===== config.mk =====
export PLATFORM = sky130hd
export DESIGN_NAME = flc_tap_cell
export DESIGN_NICKNAME = d
export VERILOG_FILES = /design/src/design/flc_pkg.sv /design/src/design/flc_tap_cell.sv
export SDC_FILE = /design/constraint.sdc
export NUM_CORES = 1
export LEC_CHECK = 0
export ABC_CLOCK_PERIOD_IN_PS = 6900
export BUFFER_PORTS_ARGS = -buffer_cell sky130_fd_sc_hd__buf_2
export CORE_UTILIZATION = 50
export DETAILED_ROUTE_END_ITERATION = 8
export PLACE_DENSITY = 0.67
export SETUP_SLACK_MARGIN = 0.3
export SLEW_MARGIN = 40
export SYNTH_ARGS = -nofsm -noshare
export SYNTH_HDL_FRONTEND = slang
export SYNTH_SLANG_ARGS = --single-unit

===== constraint.sdc =====
create_clock -name clk -period 6.9 [get_ports clk]
set_input_delay 1.38 -clock clk [delete_from_list [all_inputs] [get_ports clk]]
set_output_delay 1.38 -clock clk [all_outputs]
set_load 0.005 [all_outputs]

===== src/design/flc_pkg.sv =====
package flc_pkg;

  localparam int MAX_TAPS     = 32;
  localparam int SAMPLE_WIDTH = 16;
  localparam int ACC_WIDTH    = 40;

  localparam int IDX_W  = $clog2(MAX_TAPS);
  localparam int TAP_W  = $clog2(MAX_TAPS + 1);
  localparam int PROD_W = 2 * SAMPLE_WIDTH;

  // product register plus one sum stage per cell
  localparam int LAT   = MAX_TAPS + 1;
  localparam int CNT_W = $clog2(LAT + 1);

  localparam int TAPCNT_W   = 6;
  localparam int OLEN_W     = 16;
  localparam int CFG_IDX_W  = 1;
  localparam int CFG_DATA_W = 16;

  localparam int IN_TDATA_W  = ((IDX_W + SAMPLE_WIDTH + 7) / 8) * 8;
  localparam int OUT_TDATA_W = ((ACC_WIDTH + 7) / 8) * 8;

  typedef logic signed [SAMPLE_WIDTH-1:0] sample_t;
  typedef logic signed [ACC_WIDTH-1:0]    acc_t;
  typedef logic signed [PROD_W-1:0]       prod_t;
  typedef logic [IDX_W-1:0]               idx_t;
  typedef logic [TAP_W-1:0]               taps_t;

  localparam logic OP_LOAD = 1'b0;
  localparam logic OP_PUSH = 1'b1;

  localparam logic [CFG_IDX_W-1:0] REG_TAP_COUNT     = CFG_IDX_W'(0);
  localparam logic [CFG_IDX_W-1:0] REG_OUTPUT_LENGTH = CFG_IDX_W'(1);

  typedef struct packed {
    logic shift;
    logic clear;
    logic coef_we;
    idx_t coef_idx;
  } cell_ctl_t;

  function automatic taps_t taps_in_use(logic [TAPCNT_W-1:0] tc);
    taps_t res;
    if (tc == '0) begin
      res = taps_t'(1);
    end else if (int'(tc) > MAX_TAPS) begin
      res = taps_t'(MAX_TAPS);
    end else begin
      res = taps_t'(tc);
    end
    return res;
  endfunction

endpackage


===== src/design/flc_tap_cell.sv =====
module flc_tap_cell (
  input  logic               clk,
  input  logic               rst_n,
  input  flc_pkg::idx_t      cell_idx,
  input  logic               active,
  input  flc_pkg::cell_ctl_t ctl,
  input  flc_pkg::sample_t   coef_wdata,
  input  flc_pkg::sample_t   sample_in,
  output flc_pkg::sample_t   sample_out,
  input  flc_pkg::acc_t      sum_in,
  output flc_pkg::acc_t      sum_out
);
  import flc_pkg::*;

  sample_t coef_r, coef_nxt;
  sample_t dl_r, dl_nxt;
  acc_t    prod_r;
  acc_t    sum_r;
  prod_t   prod;

  always_comb begin
    coef_nxt = coef_r;
    if (ctl.coef_we && ctl.coef_idx == cell_idx) begin
      coef_nxt = coef_wdata;
    end
    dl_nxt = dl_r;
    if (ctl.clear) begin
      dl_nxt = '0;
    end else if (ctl.shift) begin
      dl_nxt = sample_in;
    end
    prod = prod_t'(coef_r) * prod_t'(dl_r);
  end

  always_ff @(posedge clk) begin
    if (!rst_n) begin
      coef_r <= '0;
      dl_r   <= '0;
    end else begin
      coef_r <= coef_nxt;
      dl_r   <= dl_nxt;
    end
  end

  // product and running sum free-run; the line holds still while a sum settles
  always_ff @(posedge clk) begin
    prod_r <= active ? acc_t'(prod) : '0;
    sum_r  <= sum_in + prod_r;
  end

  assign sample_out = dl_r;
  assign sum_out    = sum_r;

endmodule


==> impl_metrics.env <==
export IMPL_cts_buffers_inserted=9
export IMPL_fin_crit_ns=6.264
export IMPL_drt_iter0_markers=630
export IMPL_maxSlewHeadroom_pct=46.35
export IMPL_portBuffers=143
export IMPL_drive_above_1_share_pct=11.46
export IMPL_track_usage_pct=23.40
export IMPL_rows=62
export IMPL_wire_per_inst_um=15.94
export IMPL_outcome="finished clean"
export IMPL_dp_hpwl_mm=27.51
export IMPL_syn_inst=1569
export IMPL_fin_crit_sh_pct=90.79
export IMPL_synthFlopType="dfxtp_1"
export IMPL_worstPathCellList="nand2_1, fa_1, fa_1, fa_1, fa_1, inv_1, fa_1, fa_1, ha_1, nand4_1, nor2_1, a21oi_1, o311a_1, o31ai_2, o211ai_1, a21oi_2, xnor2_1, nor2_1"
export IMPL_clock_sinks=104
export IMPL_rsz0062_at_grt="false"
export IMPL_synth_edf_count=0
export IMPL_grt_max_degree=21
export IMPL_vias=10590
export IMPL_synth_top_cell_by_area="fa_1"
export IMPL_viasPerCell=5.099
export IMPL_fp_dieW_um=172.9
export IMPL_power_mw=1.363
export IMPL_cp_common_cell="fa_1"
export IMPL_finalSetupViolations=0
export IMPL_grt_pass1_wl_mm=55.89
export IMPL_fin_nets=2161
export IMPL_cts_root_buf="clkbuf_16"
export IMPL_dp_slack_ns=0.5634
export IMPL_grt_overflow=0
export IMPL_start_util_pct=50.90
export IMPL_powerDensity_nw_per_um2=85.22
export IMPL_netlist_area_leader_share_pct=36.04
export IMPL_slew_violations=0
export IMPL_clk_latency_ns=0.37
export IMPL_synth_nets=2041
export IMPL_antenna_left=0
export IMPL_synth_common_cells="295 x inv_1, 263 x fa_1, 145 x nand2_1"
export IMPL_cts_tree="yes"
export IMPL_async_flop_share_pct=0
export IMPL_p_leak_nw=8.262
export IMPL_dpl_cell_area_um2=15730
export IMPL_fin_tns_setup_ns=0
export IMPL_skew_ns=0.01761
export IMPL_antenna_found_initial=0
export IMPL_antennaDiodeCount=0
export IMPL_synthTopCellsByArea="fa_1 36%, dfxtp_1 14%, ha_1 10%"
export IMPL_final_setup_worst_slack_ns=0.6358
export IMPL_synth_distinct_cells=58
export IMPL_die_height_um=172.9
export IMPL_clk_pin_slew_ns=0.07
export IMPL_syn_area_um2=14610
export IMPL_synth_most_common_cell="inv_1"
export IMPL_max_stage_delay_ns=0.80
export IMPL_fin_util_pct=55.72
export IMPL_coreArea_um2=28700
export IMPL_worst_pin_slew_ns=0.8037
export IMPL_hold_buffers=0
export IMPL_path_class="flop to flop"
export IMPL_holdCritPathClass="flop to flop"
export IMPL_crit_arrival_ns=6.49
export IMPL_grt_pass1_vias=11122
export IMPL_max_freq_mhz=159.6
export IMPL_cp_data_required_time_ns=7.12
export IMPL_start_kind="flop"
export IMPL_gp_congestion=0.9001
export IMPL_synth_seq_cells=104
export IMPL_max_clock_path_buffers=2
export IMPL_vdd_ir_drop_worst_mv=0.09512
export IMPL_fillers=2676
export IMPL_htreeDepth=3
export IMPL_ys_seq_area_share_pct=14.25
export IMPL_postLayoutCellArea_um2=15990
export IMPL_dieArea_um2=29910
export IMPL_finalHoldViolCount=0
export IMPL_areaGrowthSynthToFinish_pct=9.463
export IMPL_yosys_warnings=0
export IMPL_drc=0
export IMPL_cp_max_fo=17
export IMPL_maxCapViolCount=0
export IMPL_crit_slowest_cell="dfxtp_1"
export IMPL_drt_first_pass_iters=5
export IMPL_finalWirelength_mm=33.11
export IMPL_post_cts_setup_buffers=0
export IMPL_io_pins=144
export IMPL_avgSynthCellArea_um2=9.312
export IMPL_cp_end_kind="flop"
[worst max-delay path: cells and delay by family (launching register included)]
kind,cells,cell delay (ns)
and+or+nand+nor,4,0.46
DFF,1,0.80
xor gates and xnor gates,1,0.12
adders and majority gates,7,3.45
buffers and inverters,1,0.05
AOI/OAI and AO/OA,5,1.22
[power breakdown]
group / internal, mW / switching [mW]
logic: 0.105 / 0.117
clock network: 0.244 / 0.241
registers: 0.629 / 0.0255
total: 0.978 / 0.384
[kinds of logic after synthesis]
group | synth area share, %
muxes | 2.192
AOI/OAI and AO/OA | 8.555
xor gates and xnor gates | 4.676
and+or+nand+nor | 15.13
buffers and inverters | 8.795
adders and majority gates | 46.40
DFF | 14.25
[registers in the layout, summed over array words and instances (netlist names)]
register,count
sum_out,40
prod_r,32
coef_r,16
sample_out,16
[layout by cell type (no fill, tap or decap), types with 9 or more instances in the layout]
cell type and count:
inv_1 295, fa_1 263, nand2_1 145, buf_2 143
and2_1 136, ha_1 121, dfxtp_1 101, nor2_1 89
xnor2_1 55, a21oi_1 51, mux2i_1 32, o21ai_0 31
xor2_1 23, nor2b_1 21, a21o_1 20, nand2b_1 15
a211oi_1 13, buf_4 13, nor3_1 11, o21bai_1 9
clkbuf_16 9
[final cells by class]
type	count	area, µm²	share of cell area [%]
timing repair buffer	156	813.3	5.085
clock inverter	5	32.53	0.2034
tap	384	480.5	3.004
inverter	295	1107	6.924
clock buffer	10	229.0	1.432
multi-input combinational	1123	11240	70.31
sequential	104	2086	13.04
[per-stage QoR]
stage               hold slack [ns]  std cells
global placement             0.4289       2062
CTS                          0.4660       2077
finish                       0.4564       2077
detailed placement           0.4495       2062
global route                 0.4768       2077
floorplan                    0.4200       1569
[path summary, 6_finish.rpt]
check             from    endpoint  slack (ns)  cells after the start
min reg2reg  prod_r[0]  sum_out[0]        0.46                      1
min          prod_r[0]  sum_out[0]        0.46                      1
max          coef_r[9]  prod_r[30]        0.64                     18
max reg2reg  coef_r[9]  prod_r[30]        0.64                     18
[layer usage]
metal | global-route usage, % | up-vias | part of all wire, %
li1 | - | 5093 | -
met1 | 32.52 | 5095 | 47
met2 | 37.05 | 365 | 44
met3 | 6.047 | 37 | 7.5
met4 | 4.646 | 0 | 1.3
met5 | 0 | - | 0
[repair_timing]
item                       in CTS  in global routing
hold endpoints to repair        0                  0
gates resized for setup         0                  3
setup endpoints to repair       0                  4
(Power assumes the default switching activity.)
