## src/design/flc_pkg.sv

```systemverilog
package flc_pkg;

  localparam int MAX_TAPS     = 32;
  localparam int SAMPLE_WIDTH = 16;
  localparam int ACC_WIDTH    = 40;

  localparam int IDX_W  = $clog2(MAX_TAPS);
  localparam int TAP_W  = $clog2(MAX_TAPS + 1);
  localparam int PROD_W = 2 * SAMPLE_WIDTH;

  // product register plus one sum stage per cell
  localparam int LAT   = MAX_TAPS + 1;
  localparam int CNT_W = $clog2(LAT + 1);

  localparam int TAPCNT_W   = 6;
  localparam int OLEN_W     = 16;
  localparam int CFG_IDX_W  = 1;
  localparam int CFG_DATA_W = 16;

  localparam int IN_TDATA_W  = ((IDX_W + SAMPLE_WIDTH + 7) / 8) * 8;
  localparam int OUT_TDATA_W = ((ACC_WIDTH + 7) / 8) * 8;

  typedef logic signed [SAMPLE_WIDTH-1:0] sample_t;
  typedef logic signed [ACC_WIDTH-1:0]    acc_t;
  typedef logic signed [PROD_W-1:0]       prod_t;
  typedef logic [IDX_W-1:0]               idx_t;
  typedef logic [TAP_W-1:0]               taps_t;

  localparam logic OP_LOAD = 1'b0;
  localparam logic OP_PUSH = 1'b1;

  localparam logic [CFG_IDX_W-1:0] REG_TAP_COUNT     = CFG_IDX_W'(0);
  localparam logic [CFG_IDX_W-1:0] REG_OUTPUT_LENGTH = CFG_IDX_W'(1);

  typedef struct packed {
    logic shift;
    logic clear;
    logic coef_we;
    idx_t coef_idx;
  } cell_ctl_t;

  function automatic taps_t taps_in_use(logic [TAPCNT_W-1:0] tc);
    taps_t res;
    if (tc == '0) begin
      res = taps_t'(1);
    end else if (int'(tc) > MAX_TAPS) begin
      res = taps_t'(MAX_TAPS);
    end else begin
      res = taps_t'(tc);
    end
    return res;
  endfunction

endpackage

```

## src/design/flc_ctrl.sv

```systemverilog
module flc_ctrl (
  input  logic                            clk,
  input  logic                            rst_n,
  input  logic                            in_tvalid,
  output logic                            in_tready,
  input  logic [flc_pkg::IN_TDATA_W-1:0]  in_tdata,
  input  logic                            in_tuser,
  input  logic                            in_tlast,
  output logic                            out_tvalid,
  input  logic                            out_tready,
  output logic [flc_pkg::OUT_TDATA_W-1:0] out_tdata,
  output logic                            out_tlast,
  input  logic                            cfg_valid,
  output logic                            cfg_ready,
  input  logic [flc_pkg::CFG_IDX_W-1:0]   cfg_index,
  input  logic [flc_pkg::CFG_DATA_W-1:0]  cfg_data,
  output flc_pkg::cell_ctl_t              cell_ctl,
  output flc_pkg::sample_t                head_sample,
  output flc_pkg::sample_t                coef_wdata,
  output flc_pkg::taps_t                  taps,
  input  flc_pkg::acc_t                   chain_sum
);
  import flc_pkg::*;

  typedef enum logic [1:0] {
    S_IDLE = 2'b01,
    S_CALC = 2'b10
  } state_t;

  state_t                state_r, state_nxt;
  logic [CNT_W-1:0]      cnt_r, cnt_nxt;
  taps_t                 rem_r, rem_nxt;
  logic                  last_r, last_nxt;
  logic [OLEN_W-1:0]     emitted_r, emitted_nxt;
  logic [TAPCNT_W-1:0]   tapcnt_r, tapcnt_nxt;
  logic [OLEN_W-1:0]     olen_r, olen_nxt;
  logic                  ovalid_r, ovalid_nxt;
  logic                  olast_r, olast_nxt;
  acc_t                  odata_r, odata_nxt;

  logic                  accept;
  logic                  done;
  logic                  suppress;
  logic                  emit_ok;
  logic [OLEN_W-1:0]     emitted_inc;
  idx_t                  in_idx;
  sample_t               in_value;

  assign in_idx   = in_tdata[IDX_W-1:0];
  assign in_value = sample_t'(in_tdata[IDX_W +: SAMPLE_WIDTH]);
  assign taps     = taps_in_use(tapcnt_r);

  always_comb begin
    state_nxt   = state_r;
    cnt_nxt     = cnt_r;
    rem_nxt     = rem_r;
    last_nxt    = last_r;
    emitted_nxt = emitted_r;
    tapcnt_nxt  = tapcnt_r;
    olen_nxt    = olen_r;
    odata_nxt   = odata_r;
    olast_nxt   = olast_r;
    ovalid_nxt  = ovalid_r && !out_tready;

    cell_ctl    = '0;
    head_sample = '0;
    coef_wdata  = in_value;
    cell_ctl.coef_idx = in_idx;

    in_tready   = (state_r == S_IDLE);
    cfg_ready   = 1'b1;
    accept      = in_tvalid && in_tready;
    done        = (cnt_r == CNT_W'(LAT));
    suppress    = (emitted_r >= olen_r);
    emit_ok     = done && (suppress || !ovalid_r || out_tready);
    emitted_inc = emitted_r + OLEN_W'(1);

    if (cfg_valid) begin
      unique case (cfg_index)
        REG_TAP_COUNT:     tapcnt_nxt = cfg_data[TAPCNT_W-1:0];
        REG_OUTPUT_LENGTH: olen_nxt   = cfg_data[OLEN_W-1:0];
        default:           ;
      endcase
    end

    unique case (state_r)
      S_IDLE: begin
        if (accept) begin
          if (in_tuser == OP_LOAD) begin
            cell_ctl.coef_we = 1'b1;
          end else begin
            cell_ctl.shift = 1'b1;
            head_sample    = in_value;
            rem_nxt        = in_tlast ? taps - taps_t'(1) : '0;
            last_nxt       = in_tlast;
            cnt_nxt        = '0;
            state_nxt      = S_CALC;
          end
        end
      end
      S_CALC: begin
        if (!done) begin
          cnt_nxt = cnt_r + CNT_W'(1);
        end else if (emit_ok) begin
          if (!suppress) begin
            odata_nxt   = chain_sum;
            olast_nxt   = (emitted_inc == olen_r) || (last_r && rem_r == '0);
            ovalid_nxt  = 1'b1;
            emitted_nxt = emitted_inc;
          end
          if (rem_r != '0) begin
            // tail: push a zero and run the sum again
            cell_ctl.shift = 1'b1;
            rem_nxt        = rem_r - taps_t'(1);
            cnt_nxt        = '0;
          end else begin
            if (last_r) begin
              cell_ctl.clear = 1'b1;
              emitted_nxt    = '0;
            end
            state_nxt = S_IDLE;
          end
        end
      end
      default: state_nxt = S_IDLE;
    endcase
  end

  always_ff @(posedge clk) begin
    if (!rst_n) begin
      state_r   <= S_IDLE;
      cnt_r     <= '0;
      rem_r     <= '0;
      last_r    <= 1'b0;
      emitted_r <= '0;
      tapcnt_r  <= TAPCNT_W'(32);
      olen_r    <= OLEN_W'(65535);
      ovalid_r  <= 1'b0;
    end else begin
      state_r   <= state_nxt;
      cnt_r     <= cnt_nxt;
      rem_r     <= rem_nxt;
      last_r    <= last_nxt;
      emitted_r <= emitted_nxt;
      tapcnt_r  <= tapcnt_nxt;
      olen_r    <= olen_nxt;
      ovalid_r  <= ovalid_nxt;
    end
  end

  always_ff @(posedge clk) begin
    odata_r <= odata_nxt;
    olast_r <= olast_nxt;
  end

  assign out_tvalid = ovalid_r;
  assign out_tlast  = olast_r;
  assign out_tdata  = OUT_TDATA_W'($unsigned(odata_r));

endmodule

```

## config.mk

```make
export PLATFORM = sky130hd
export DESIGN_NAME = flc_ctrl
export DESIGN_NICKNAME = d
export VERILOG_FILES = /design/src/design/flc_pkg.sv /design/src/design/flc_ctrl.sv
export SDC_FILE = /design/constraint.sdc
export NUM_CORES = 1
export LEC_CHECK = 0
export BUFFER_PORTS_ARGS = -buffer_cell sky130_fd_sc_hd__buf_2
export CAP_MARGIN = 20
export CORE_MARGIN = 4
export CORE_UTILIZATION = 50
export DETAILED_ROUTE_END_ITERATION = 8
export PLACE_DENSITY_LB_ADDON = 0.05
export SETUP_SLACK_MARGIN = 0.15
export SKIP_CTS_REPAIR_TIMING = 1
export SLEW_MARGIN = 20
export SYNTH_ARGS = -nofsm -noshare
export SYNTH_HDL_FRONTEND = slang
export SYNTH_SLANG_ARGS = --single-unit
export TNS_END_PERCENT = 50
```

## constraint.sdc

```tcl
create_clock -name clk -period 7.1 [get_ports clk]
set_input_delay 0.355 -clock clk [delete_from_list [all_inputs] [get_ports clk]]
set_output_delay 0.355 -clock clk [all_outputs]
set_load 0.05 [all_outputs]
```

==> results of run 1 <==
[where the power goes]
part	internal, mW	switching, mW	leakage (nW)
sequential	0.579	0.00890	0.807
clock	0.230	0.178	0.108
combinational	0.0543	0.103	1.72
[layout by cell type, fill, tap and decap left out, drive strengths merged, types with 4 or more instances in the layout]
cell type  Yosys  final
ha            24     24
nand2b         5      5
nor4           6      6
nand3         15     15
nand3b         4      4
a211oi         5      5
clkbuf        14     10
o211ai        18     18
mux2i          7      7
or3            5      5
nor3b          5      5
nor2          41     41
edfxtp        41     41
xnor2         24     24
nand4          6      6
nand2         53     53
inv           32     32
dfxtp         54     54
and2          20     20
buf           30    166
o21ai         17     17
nor2b          7      7
o31ai          4      4
nor3          11     11
o22ai          4      4
and3           6      6
a21oi         29     29
xor2          11     11
[Yosys cell counts (3+ instances only)]
library cell | count | area (sq um)
a211oi_1 | 5 | 37.5
a21oi_1 | 27 | 135
a31oi_1 | 3 | 18.8
and2_1 | 20 | 125
and3_1 | 6 | 37.5
buf_2 | 4 | 20.0
buf_4 | 24 | 180
clkbuf_1 | 14 | 52.6
dfxtp_1 | 54 | 1080
edfxtp_1 | 41 | 1230
ha_1 | 24 | 300
inv_1 | 31 | 116
mux2i_1 | 7 | 70.1
nand2_1 | 53 | 199
nand2b_1 | 4 | 25.0
nand3_1 | 14 | 70.1
nand3b_1 | 4 | 30.0
nand4_1 | 5 | 31.3
nor2_1 | 41 | 154
nor2b_1 | 6 | 37.5
nor3_1 | 10 | 50.1
nor3b_1 | 5 | 37.5
nor4_1 | 6 | 37.5
o211ai_1 | 18 | 135
o21ai_0 | 16 | 80.1
o22ai_1 | 4 | 25.0
o31ai_1 | 3 | 22.5
or3_2 | 3 | 22.5
xnor2_1 | 24 | 210
xor2_1 | 11 | 96.3
[cell type report]
cell class,instances,area [sq um],area share [%]
clock buffer,10,128,2.13
clock inverter,4,97.6,1.63
inverter,32,120,2.01
multi-input combinational,354,2320,38.8
sequential,95,2310,38.6
tap,133,166,2.78
timing repair buffer,166,838,14.0
[worst reg2reg max path, delay by kind of cell (launching register included)]
kind | cells | cell delay [ns]
and+or+nand+nor | 6 | 1.94
DFF | 1 | 0.38
adders and majority gates | 1 | 0.31
AOI/OAI and AO/OA | 1 | 0.23
buffers and inverters | 1 | 0.09
[registers in the layout, summed over array words and instances (netlist names)]
signal / count
out_tdata: 40
emitted_r: 16
olen_r: 16
cnt_r: 6
rem_r: 6
tapcnt_r: 6
state_r: 2
last_r: 1
out_tlast: 1
out_tvalid: 1
[kinds of logic after synthesis]
logic type | share of synthesized area (%)
and+or+nand+nor | 20.5
DFF | 46.0
AOI/OAI and AO/OA | 12.3
buffers and inverters | 7.72
xor gates and xnor gates | 6.10
adders and majority gates | 5.98
muxes | 1.39
other | 0.0746
[worst min path at each step]
stage                    end  cells past startpoint
3_5_place_dp          last_r                      2
2_1_floorplan       cnt_r[5]                      1
5_1_grt         out_tdata[9]                      1
6_report       out_tdata[39]                      1
4_1_cts        out_tdata[20]                      1
3_3_place_gp          last_r                      2
[routing by layer]
metal	GRT usage (%)	up-vias	routed length, um
met5	0	-	0
met4	6.85	0	220
met3	4.18	18	964
met2	33.5	178	5340
met1	26.9	1920	5350
li1	-	2078	-
[stage by stage]
step                      instances  area [sq um]  total power [mW]  setup slack (ns)
after floorplan                 525          5020             0.722              3.78
after global placement          780          5760             0.755              4.05
after detailed placement        780          5760             0.758              4.08
after CTS                       794          5990              1.16              3.88
after global routing            794          5990              1.20              3.69
final                           794          5990              1.15              3.89
==> metrics.csv, run 1 <==
stage,metric,value,unit
critical_path,crit_slowest_cell,nor3_1,
sta,setup_tns,0,ns
synthesis,syn_area_per_cell,9.57,sq um
drt,first_pass_iters,5,
sta,rsz0062_at_grt,false,
place,post-dp-hpwl,9190,um
sta,period_share,45.2,%
critical_path,cp_num_buf_inv,2,
sta,final-max-slew-violation-count,0,
cts,clk_pin_slew,0.09,ns
cts,cts.sinks,95,
cts,tritoncts,done,
outcome,status,completed,
min_path,hp-start,chain_sum[39],
drt,ant_nets,0,
drt,wl,11900,um
drt,via_count,4194,
critical_path,cpPeakStageDelay,0.40,ns
place,portBuffers,163,
synthesis,syn_area,5020,sq um
synthesis,synthFlopType,dfxtp_1,
critical_path,critPathCaptureType,primary output,
critical_path,rrSetupSlack,4.02,ns
cts,cts_htree_levels,3,
power,vdd_drop_max,0.0949,mV
global_route,grt_overflow_total,0,
synthesis,ys_warn_count,0,
cts,cts-root-buf,clkbuf_8,
critical_path,critical_path.startpoint,olen_r[13],
sta,timing.hold.ws,0.177,ns
sta,worst_slew_pin_slew,0.755,ns
critical_path,rr_startpoint,olen_r[13],
sta,timing.fmax,312,MHz
cells_and_area,fillCellCount,898,
synthesis,synth-seq-cells,95,
synthesis,ys_seq_area_share,46.0,%
floorplan,dieArea,11700,sq um
power,cellLeakagePower,2.63,nW
global_route,grt_max_degree,42,
floorplan,chipWidth,108,um
critical_path,cp_num_cells,8,
cells_and_area,final_core_util,61.3,%
synthesis,synth_edf_count,41,
cells_and_area,nNetsFinal,770,
critical_path,worst_ep_required_time,6.74,ns
place,globalplace.congestion,0.915,
synthesis,synthArstFlopShare,0,%
global_route,grt_pass1_wl,19000,um
sta,hold_viol,0,
cells_and_area,diodes,0,
cells_and_area,syn2layout_area_growth,19.1,%
drt,vias_per_cell,5.28,
floorplan,die_h,108,um
sta,fin_skew,0.00609,ns
drt,drc,0,
global_route,antenna_found_initial,0,
floorplan,floorplan.initialDensity,51.4,%
critical_path,crit_path_end,cell_ctl[6],
job,max_cap_violations,0,
critical_path,crit_family,simple AND/OR/NAND/NOR gates,
critical_path,crit_type,reg2out,
cts,clock_latency,0.35,ns
drt,drtIter0Drc,188,
floorplan,rows,36,
sta,setup_viol,0,
cts,cts_made_buffers,9,
sta,slew_headroom,49.6,%
drt,routed_wire_length_per_instance,15.0,um
synthesis,syn_nets,637,
min_path,hp-class,in2reg,
cts,clock_path_buffers,2,
critical_path,path_max_fanout,6,
critical_path,crit_path_start_kind,flop,
synthesis,synth_cells,525,
floorplan,core,9770,sq um
floorplan,io_pins,178,
global_route,grt_util_all_layers,20.4,%
synthesis,yosys.cell_types.count,61,
critical_path,cp.arrival,2.85,ns
power,powerDensity,193,nW/um^2
cells_and_area,drive_above_1_share,29.8,%
critical_path,crit_chain,inv_1 -> ha_1 -> nand4_1 -> nor3_1 -> o311ai_2 -> nand3_1 -> nor3b_1 -> buf_2,
global_route,grt_pass1_vias,4016,
critical_path,r2r-end,emitted_r[15],
critical_path,rr_worst_depth,9,
sta,min_period,3.21,ns
(Power assumes the default switching activity.)
==> run 2: changes to the inputs <==
CORE_UTILIZATION = 45   (was 50)
clock period = 2.65 ns   (was 7.1 ns; I/O delays follow)
==> run 2 against run 1 <==
  * The flow now finishes with violations (hold timing)
  * Combinational power grew to 3.2 times the previous value
  * Hold slack lost 0.18 ns
  * Highest routed layer unchanged
  * Largest cell class unchanged
  * Power grew to 2.6 times the previous value
  * Setup slack lost 3.7 ns
  * Clock-buffer cell count shrank 1
  * Clock power grew 120%
  * Global-route usage shrank 3.0 points
  * Utilization grew 1.3 points
  * Clock skew grew 0.0089 ns
  * Cell count grew 9.7%
  * Flip-flop and latch count is the same
==> metrics.csv, run 2 (synthesized netlist as in run 1, its figures left out) <==
stage,metric,value,unit
critical_path,crit_path_start_kind,flop,
drt,drtIter0Drc,271,
cells_and_area,finish.instance_area,6810,sq um
global_route,grt_pass1_vias,3916,
critical_path,crit_family,simple AND/OR/NAND/NOR gates,
critical_path,crit_type,reg2out,
global_route,met1_usage,23.3,%
drt,routed_wire_length_per_instance,14.7,um
drt,vias_per_cell,5.08,
cells_and_area,final_common_cell,buf_2,
global_route,grt_util_all_layers,17.4,%
cts,clock_latency,0.37,ns
critical_path,rr_worst_depth,8,
place,dpl-instance-area,5940,sq um
drt,ant_nets,0,
outcome,violations,hold timing,
place,post-dp-hpwl,9110,um
job,max_cap_violations,0,
floorplan,dieArea,12900,sq um
cells_and_area,drive_above_1_share,34.7,%
sta,worst_slew_pin_slew,0.602,ns
critical_path,critPathCaptureType,primary output,
cells_and_area,mostFrequentLayoutCells,"buf_2, nand2_1, dlygate4sd3_1",
critical_path,cp.arrival,2.35,ns
critical_path,cpPeakStageDelay,0.36,ns
cts,clock_path_buffers,2,
drt,via_count,4421,
global_route,grt.met2_usage,28.3,%
cts,cts_htree_levels,3,
sta,final-max-slew-violation-count,0,
cts,clk_pin_slew,0.09,ns
power,powerDensity,435,nW/um^2
sta,slew_headroom,59.9,%
floorplan,floorplan.initialDensity,46.2,%
critical_path,cp_num_cells,9,
cells_and_area,diodes,0,
sta,fin_skew,0.0150,ns
power,p_seq_share,53.2,%
cells_and_area,syn2layout_area_growth,35.6,%
power,swShare,28.8,%
floorplan,die_h,114,um
outcome,status,finished with violations,
place,pre_cts_ws,0.115,ns
critical_path,worst_ep_required_time,2.52,ns
power,combPwrFrac,16.8,%
cells_and_area,largest_reg_flops,40,
drt,first_pass_iters,4,
sta,min_period,2.48,ns
cells_and_area,final_core_util,62.6,%
drt,wl,12800,um
global_route,grt_pass1_wl,18300,um
critical_path,crit_slowest_cell,dfxtp_2,
floorplan,rows,38,
place,portBuffers,163,
sta,period_share,93.6,%
cts,cts.sinks,95,
sta,rsz0062_at_grt,true,
power,vdd_drop_max,0.285,mV
global_route,global_route.usage.met3,4.35,%
floorplan,chipWidth,114,um
min_path,whs_path_depth,3,
cts,cts_made_buffers,9,
sta,timing.fmax,403,MHz
power,cellLeakagePower,2.91,nW
power,power_switching,852,uW
critical_path,cp_num_buf_inv,2,
floorplan,core,10900,sq um
cells_and_area,nNetsFinal,838,
sta,timing.hold.ws,-0.00731,ns
global_route,grt_overflow_total,0,
global_route,antenna_found_initial,0,
sta,setup_viol,0,
sta,layout_setup_ws,0.169,ns
cts,tritoncts,done,
global_route,grt_most_used_layer,met2,
critical_path,path_max_fanout,6,
floorplan,io_pins,178,
sta,hold_viol,1,
power,internal_power,2.11,mW
power,clkPwrFrac,30.0,%
drt,drc,0,
sta,setup_tns,0,ns
place,globalplace.congestion,0.830,
critical_path,crit_chain,inv_2 -> ha_4 -> nand4_1 -> nor3_4 -> o311ai_4 -> nand3_4 -> nand3_1 -> a21oi_2 -> buf_6,
global_route,grt_max_degree,33,
min_path,hp-class,in2reg,
cts,cts-root-buf,clkbuf_8,
[run 2: cell count changes in the layout (fill, tap and decap cells not counted), moves of 7 or more]
| cell | delta |
|---|---|
| dlygate4sd3_1 | +46 |
| buf_4 | +18 |
| dfxtp_1 | -9 |
| dfxtp_2 | +7 |
[run 2: tightest hold or removal path, cell delays in order]
cell,delay (ns)
buf_2,0.08
nand2_1,0.04
o211ai_1,0.07
[run 2: power groups by stage]
stage | logic (mW) | registers [mW] | clock network [mW]
floorplan | 0.332 | 1.60 | 0
global placement | 0.418 | 1.61 | 0
detailed placement | 0.422 | 1.61 | 0
CTS | 0.424 | 1.58 | 0.931
global route | 0.539 | 1.58 | 0.989
finish | 0.497 | 1.58 | 0.889
[run 2: layer usage]
metal	share of wire, %	routed length, um
met1	45	5750
met2	48	6190
met3	5.9	759
met4	0.70	89
met5	0	0
[run 2: worst paths after layout]
path | slack [ns] | startpoint | to
hold reg to reg | 0.49 | last_r | last_r
hold / removal | -0.007 | cfg_data[13] | olen_r[13]
setup reg to reg | 0.22 | emitted_r[1] | emitted_r[3]
setup / recovery | 0.17 | olen_r[12] | cell_ctl[7]
[run 2: cell type report]
type	instances	area (sq um)
multi-input cells	355	2500
inverters	32	124
flip-flops and latches	95	2330
clock buffers	9	124
repair buffers	233	1510
clock inverters	7	52.6
well taps	140	175
fillers	961	4070
[run 2: through the flow]
step	instances	power, mW
final	871	2.96
after global routing	871	3.11
after detailed placement	800	2.03
after CTS	816	2.93
after floorplan	525	1.94
after global placement	800	2.03
==> run 3: changes to the inputs <==
PLACE_DENSITY = 0.76   (was not set)
PLACE_DENSITY_LB_ADDON = not set   (was 0.05)
==> run 3 against run 2 <==
  * The run still ends with hold timing left
  * First-iteration DRC count down 12%
  * Cell count down 0.57%
  * Flip-flop and latch count unchanged
  * Routed wire length up 3.4%
  * Via count up 0.93%
  * Clock power up 5.8%
  * Non-clock buffer count down 5
  * Combinational power about the same
  * Utilization down 0.34 points
  * Sequential power about the same
  * Largest power group unchanged
==> metrics.csv, run 3 (synthesized netlist as in run 1, its figures left out) <==
stage,metric,value,unit
critical_path,cp.arrival,2.75,ns
drt,drtIter0Drc,238,
job,max_cap_violations,0,
sta,min_period,2.45,ns
sta,final-max-slew-violation-count,0,
cts,cts_htree_levels,3,
cells_and_area,largest_reg_flops,40,
critical_path,critPathCaptureType,flop,
power,vdd_drop_max,0.268,mV
outcome,violations,hold timing,
cts,cts.sinks,95,
cts,cts_made_buffers,9,
critical_path,crit_path_start_kind,flop,
critical_path,crit_family,simple AND/OR/NAND/NOR gates,
drt,ant_nets,0,
floorplan,floorplan.initialDensity,46.2,%
drt,via_count,4462,
sta,worst_slew_pin_slew,0.558,ns
critical_path,path_max_fanout,5,
cells_and_area,mostFrequentLayoutCells,"buf_2, nand2_1, dfxtp_1",
global_route,grt_overflow_total,0,
floorplan,chipWidth,114,um
sta,hold_viol,3,
drt,first_pass_iters,4,
cells_and_area,final_common_cell,buf_2,
drt,vias_per_cell,5.15,
drt,drc,0,
cts,clock_path_buffers,2,
cells_and_area,final-instance-count-excl-fill,866,
floorplan,dieArea,12900,sq um
global_route,antenna_found_initial,0,
sta,setup_tns,0,ns
cells_and_area,syn2layout_area_growth,34.9,%
outcome,status,finished with violations,
critical_path,crit_type,reg2reg,
critical_path,worst_ep_required_time,2.95,ns
cts,clock_latency,0.36,ns
min_path,hp-class,in2reg,
power,powerDensity,444,nW/um^2
cts,cts-root-buf,clkbuf_8,
sta,timing.hold.ws,-0.00380,ns
critical_path,cp_num_buf_inv,0,
cells_and_area,finish.instance_area,6780,sq um
cts,clk_pin_slew,0.09,ns
floorplan,die_h,114,um
power,cellLeakagePower,2.89,nW
global_route,grt_max_degree,42,
place,dpl-instance-area,5910,sq um
critical_path,crit_slowest_cell,or3_2,
global_route,grt_pass1_vias,3980,
floorplan,rows,38,
sta,period_share,92.4,%
place,post-dp-hpwl,9230,um
critical_path,cpPeakStageDelay,0.46,ns
global_route,grt_pass1_wl,19000,um
floorplan,io_pins,178,
critical_path,crit_chain,ha_4 -> nor2b_4 -> o211a_1 -> o311ai_4 -> nand4_2 -> nand2b_4 -> or3_2 -> a21oi_1,
cells_and_area,nNetsFinal,833,
cells_and_area,drive_above_1_share,34.8,%
place,globalplace.congestion,0.846,
cells_and_area,fillCellCount,881,
sta,fin_skew,0.00798,ns
cts,tritoncts,done,
place,dp.cells,799,
cells_and_area,diodes,0,
cells_and_area,final_core_util,62.2,%
place,portBuffers,163,
sta,timing.fmax,409,MHz
drt,wl,13200,um
floorplan,core,10900,sq um
global_route,grt_util_all_layers,18.1,%
sta,setup_viol,0,
sta,rsz0062_at_grt,true,
drt,routed_wire_length_per_instance,15.3,um
sta,slew_headroom,62.8,%
## run 3: worst paths after layout
check,from,to,slack (ns),cells past startpoint
worst max-delay path,emitted_r[1],emitted_r[5],0.20,8
worst min-delay path,cfg_data[7],olen_r[7],-0.004,3
worst max register to register,emitted_r[1],emitted_r[5],0.20,8
worst min register to register,last_r,last_r,0.48,2
## run 3: final cells by class
class                           instances  area [sq um]  area share (%)
Clock buffer                            9           124            1.83
Clock inverter                          7          72.6            1.07
Inverter                               32           124            1.83
Multi-Input combinational cell        355          2500            36.9
Sequential cell                        95          2330            34.4
Tap cell                              140           175            2.58
Timing Repair Buffer                  228          1450            21.4
## run 3: tightest hold or removal path, cell delays in order
cell      delay [ns]
buf_2           0.07
nand2_1         0.04
o211ai_1        0.07
## run 3: layer usage
metal | GRT usage, % | routed length, um
met3 | 3.29 | 942
met1 | 24.6 | 5670
met2 | 29.0 | 6410
met4 | 6.73 | 198
met5 | 0 | 0
## run 3: through the flow
stage	worst slack, ns	total power, mW	hold WS [ns]
after floorplan	0.153	1.94	0.231
after global placement	0.188	2.02	0.265
after global routing	0.110	3.16	0.00227
after CTS	0.00382	2.97	-0.0790
after detailed placement	0.138	2.03	0.265
final	0.202	3.01	-0.00380
## run 3: power by group
group          leakage (nW)  internal [mW]  switching [mW]
registers             0.808           1.55          0.0250
logic                  1.99          0.199           0.295
clock network        0.0855          0.436           0.506
total                  2.89           2.19           0.826
